[src/rtl/core/qvr_pkg.sv]
// ----------------------------------------------------------------------------
// qvr_pkg: shared definitions for the quaternion vector rotation core
// Default widths, the pipeline depth and the stage control bundle that the
// pipeline controller hands to the datapath.
// ----------------------------------------------------------------------------
package qvr_pkg;

  // Default signed width of one vector component.
  localparam int QVR_VEC_WIDTH      = 18;
  // Default number of fraction bits in a quaternion part (Q2.14).
  localparam int QVR_QUAT_FRAC_BITS = 14;
  // Fixed width of one quaternion part.
  localparam int QVR_QUAT_WIDTH     = 16;
  // Register stages from the input transaction to the output register.
  localparam int QVR_NUM_STAGES     = 5;

  // Per-stage control: load enables the stage's data registers, valid marks
  // that the stage holds an item.
  typedef struct packed {
    logic [QVR_NUM_STAGES-1:0] load;
    logic [QVR_NUM_STAGES-1:0] valid;
  } qvr_pipe_ctl_t;

endpackage

[src/rtl/core/qvr_pipe_ctrl.sv]
// ----------------------------------------------------------------------------
// qvr_pipe_ctrl: valid/ready control of the rotation pipeline
// Tracks which stages hold an item and lets each stage advance when the
// stage after it has room, so bubbles are squeezed out during a stall.
// ----------------------------------------------------------------------------
module qvr_pipe_ctrl import qvr_pkg::*; (
  input  logic          clk_i,
  input  logic          rst_ni,
  input  logic          in_valid_i,
  input  logic          out_ready_i,
  output logic          in_ready_o,
  output qvr_pipe_ctl_t ctl_o
);

  localparam int N = QVR_NUM_STAGES;

  logic [N-1:0] valid_q;
  logic [N-1:0] valid_d;
  logic [N-1:0] upstream;
  logic [N:0]   ready;

  // A stage can take a new item when it is empty or its item moves on.
  always_comb begin
    ready[N] = out_ready_i;
    for (int k = N - 1; k >= 0; k--) begin
      ready[k] = !valid_q[k] || ready[k+1];
    end
  end

  assign upstream = {valid_q[N-2:0], in_valid_i};
  assign valid_d  = (ready[N-1:0] & upstream) | (~ready[N-1:0] & valid_q);

  always_ff @(posedge clk_i or negedge rst_ni) begin
    if (!rst_ni) begin
      valid_q <= '0;
    end else begin
      valid_q <= valid_d;
    end
  end

  assign in_ready_o  = ready[0];
  assign ctl_o.load  = ready[N-1:0] & upstream;
  assign ctl_o.valid = valid_q;

`ifndef SYNTHESIS
  // A stage whose successor is blocked keeps its item.
  assert property (@(posedge clk_i) disable iff (!rst_ni)
    |(valid_q & ~ready[N:1]) |=> (($past(valid_q & ~ready[N:1]) & ~valid_q) == '0))
    else $error("qvr_pipe_ctrl: blocked stage lost its item");

  // Items in flight change only by accepted and delivered transactions.
  assert property (@(posedge clk_i) disable iff (!rst_ni)
    $past(rst_ni) |-> ($countones(valid_q) == $countones($past(valid_q))
      + int'($past(in_valid_i && ready[0]))
      - int'($past(valid_q[N-1] && out_ready_i))))
    else $error("qvr_pipe_ctrl: item count not conserved");

  // Input is refused only when every stage is occupied.
  assert property (@(posedge clk_i) disable iff (!rst_ni)
    !in_ready_o |-> (&valid_q))
    else $error("qvr_pipe_ctrl: input refused with an empty stage");
`endif

endmodule

[config.mk]
export PLATFORM = sky130hd
export DESIGN_NAME = qvr_pipe_ctrl
export DESIGN_NICKNAME = d
export VERILOG_FILES = /design/src/rtl/core/qvr_pkg.sv /design/src/rtl/core/qvr_pipe_ctrl.sv
export SDC_FILE = /design/constraint.sdc
export NUM_CORES = 1
export LEC_CHECK = 0
export BUFFER_PORTS_ARGS = -buffer_cell sky130_fd_sc_hd__buf_4
export CAP_MARGIN = 5
export CORE_AREA = 2 2 39 41
export DETAILED_ROUTE_END_ITERATION = 6
export DIE_AREA = 0 0 41 43
export SLEW_MARGIN = 25
export SYNTH_ARGS = -nofsm -noshare
export SYNTH_HDL_FRONTEND = slang
export SYNTH_SLANG_ARGS = --single-unit
[constraint.sdc]
create_clock -name clk_i -period 1.26 [get_ports clk_i]
set_input_delay 0.252 -clock clk_i [delete_from_list [all_inputs] [get_ports clk_i]]
set_output_delay 0.252 -clock clk_i [all_outputs]
set_load 0.02 [all_outputs]
==> flow_metrics.env <==
export IMPL_outcome="finished with violations"
export IMPL_failed_checks="negative setup slack"
export IMPL_finalHoldViolCount=0
export IMPL_achievable_frequency_mhz=708
export IMPL_worst_reg_to_reg_cells=3
export IMPL_detail_placement_hpwl_um=422
export IMPL_crit_path_max_fanout=2
export IMPL_die_w_um=41
export IMPL_worstHoldPathType="in2reg"
export IMPL_antennaDiodeCount=0
export IMPL_pin_count_of_the_biggest_net_entering_global_routing=9
export IMPL_num_io_pins=15
export IMPL_layout_drive_gt1_share_pct=75.6
export IMPL_timing_final_crit_period_ns=1.41
export IMPL_grt_first_pass_wirelength_um=1110
export IMPL_worst_hold_path_num_cells=2
export IMPL_floorplan_initialDensity_pct=17.3
export IMPL_tritoncts_clock_tree="yes"
export IMPL_final_critical_path_setup_slack_ns=-0.152
export IMPL_r2r_slack_ns=0.17
export IMPL_die_h_um=43
export IMPL_layout_worst_path_cycle_share_pct=112
export IMPL_p_per_area_mw_per_mm2=1290
export IMPL_wire_per_inst_um=9.92
export IMPL_total_placed_cells_including_tap_cells=53
export IMPL_groute_usage_overall_pct=9.60
export IMPL_final_setup_viol_count=6
export IMPL_routed_wirelength_um=605
export IMPL_seq_area_frac_synth_pct=52.4
export IMPL_leading_cell_type_in_the_layout_fill_and_taps_excluded="sky130_fd_sc_hd__buf_4"
export IMPL_place_gp_congestion=0.628
export IMPL_core_area_mm2=0.00138
export IMPL_antenna_found_initial=0
export IMPL_cts_root_to_sink_buffers=2
export IMPL_post_layout_nonfiller_instances=61
export IMPL_maxSlewViolCount=0
export IMPL_utilization_pct=37.3
export IMPL_postSynthNetCount=25
export IMPL_h_tree_depth_reported_by_cts=1
export IMPL_p_leak_uw=0.000239
export IMPL_tritoncts_num_buffers=3
export IMPL_timing_worst_slew_pin_value_ns=0.269
export IMPL_cap_viol_max_count=0
export IMPL_detail_route_drc_violations=0
export IMPL_overflow=0
export IMPL_worstSkewPairLatency_ns=0.23
export IMPL_yosysWarningCount=0
export IMPL_drtAntennaViolNets=0
export IMPL_fp_row_count=14
export IMPL_mostFrequentLayoutCells="sky130_fd_sc_hd__buf_4 (13), sky130_fd_sc_hd__buf_6 (7), sky130_fd_sc_hd__dfrtp_2 (3), sky130_fd_sc_hd__clkbuf_4 (3)"
export IMPL_grt_setup_unrepaired="true"
export IMPL_critPathArrivalTime_ns=1.16
export IMPL_synth_area_per_cell_um2=11.4
export IMPL_cp_data_required_time_ns=1.01
export IMPL_power_ir_vdd_worst_mv=0.477
export IMPL_violation_count_after_the_first_detailed_route_iteration=0
export IMPL_vias_in_the_first_global_route=271
export IMPL_timing_hold_worst_start="in_valid_i"
export IMPL_nets=50
export IMPL_timing_clock_skew_ns=0.000806
export IMPL_portBuffers=14
export IMPL_setup_worst_path_start_class="register"
export IMPL_max_slew_margin_pct=82.1
export IMPL_ys_ff_latch=5
export IMPL_areaGrowthSynthToFinish_pct=116
export IMPL_netlist_cell_type_count=15
export IMPL_synthCells=21
export IMPL_clk_pin_slew_worst_paths_ns=0.04
export IMPL_number_of_clock_sinks_seen_by_cts=5
export IMPL_detailroute_via_count=243
export IMPL_drt_vias_per_instance=3.98
export IMPL_post_synthesis_instance_area_um2=239
export IMPL_drt_first_pass_iters=1
export IMPL_cts_root_buf="sky130_fd_sc_hd__clkbuf_4"
export IMPL_setup_worst_path_end_class="output port"
export IMPL_die_area_mm2=0.00176
export IMPL_path_class="reg2out"
==> stage by stage <==
step	hold slack (ns)	setup slack, ns	setup TNS, ns	total power [uW]	area, um2
finish	0.222	-0.152	-0.829	667	515
global route	0.219	-0.233	-1.27	718	515
CTS	0.220	-0.182	-0.945	677	512
detailed placement	0.0566	-0.146	-0.465	437	407
global placement	0.0562	-0.145	-0.453	435	407
floorplan	-0.0436	-0.00619	-0.0125	339	270
==> Yosys cell counts <==
cell                       instances  share of area, %
sky130_fd_sc_hd__and4b_1           1               4.2
sky130_fd_sc_hd__dfrtp_1           5                52
sky130_fd_sc_hd__or2_1             1               2.6
sky130_fd_sc_hd__buf_6             1               4.7
sky130_fd_sc_hd__a21boi_0          1               3.1
sky130_fd_sc_hd__inv_1             1               1.6
sky130_fd_sc_hd__a31oi_1           1               2.6
sky130_fd_sc_hd__a21o_1            2               6.3
sky130_fd_sc_hd__nor2b_1           1               2.6
sky130_fd_sc_hd__nand2b_1          2               5.2
sky130_fd_sc_hd__and2_1            1               2.6
sky130_fd_sc_hd__nand3_1           1               2.1
sky130_fd_sc_hd__and2b_1           1               3.1
sky130_fd_sc_hd__a21boi_1          1               3.1
sky130_fd_sc_hd__a31o_1            1               3.7
==> worst max path at each step <==
stage                     cells past startpoint  endpoint         from
after floorplan                               3  ctl_o[7]     register
after global placement                        4  ctl_o[5]  out_ready_i
after detailed placement                      4  ctl_o[5]  out_ready_i
after CTS                                     4  ctl_o[8]     register
after global routing                          4  ctl_o[8]     register
final                                         4  ctl_o[8]     register
==> final cells by class <==
type	count	area (um2)
flip-flops and latches	5	129
multi-input cells	14	150
repair buffers	21	186
inverters	1	3.75
well taps	16	20.0
fillers	137	868
clock buffers	4	26.3
==> worst max-delay path, cell delays in order (launching register included) <==
cell,delay (ns)
sky130_fd_sc_hd__dfrtp_1,0.38
sky130_fd_sc_hd__buf_6,0.12
sky130_fd_sc_hd__and2b_1,0.16
sky130_fd_sc_hd__a21boi_2,0.12
sky130_fd_sc_hd__buf_4,0.15
==> logic make-up (layout without fill, tap and decap cells) <==
| logic type | count (synthesis) | count (layout) | share of synthesized area, % |
|---|---|---|---|
| AOI/OAI and AO/OA | 6 | 6 | 18.9 |
| buffers and inverters | 2 | 26 | 6.28 |
| DFF | 5 | 5 | 52.4 |
| and+or+nand+nor | 8 | 8 | 22.5 |
==> power by group <==
group | switching [uW] | total [uW] | internal, uW
clock | 57.5 | 177 | 119
combinational | 127 | 281 | 154
sequential | 26.5 | 209 | 182
total | 211 | 667 | 455
==> routing by layer <==
layer,share of wire [%],GRT usage (%)
met5,0,0
met4,0,4.00
met3,12,3.14
met2,48,14.7
met1,40,11.8
==> what timing repair did <==
action / CTS / global route
buffers inserted: 3 / 0
resized for setup: 13 / 1
gates cloned: 0 / 0
endpoints found under the hold margin: 5 / 0
pin swaps: 4 / 1
hold buffers: 1 / 0
setup endpoints to repair: 6 / 7
No activity file was read; power rests on OpenSTA's default activity.
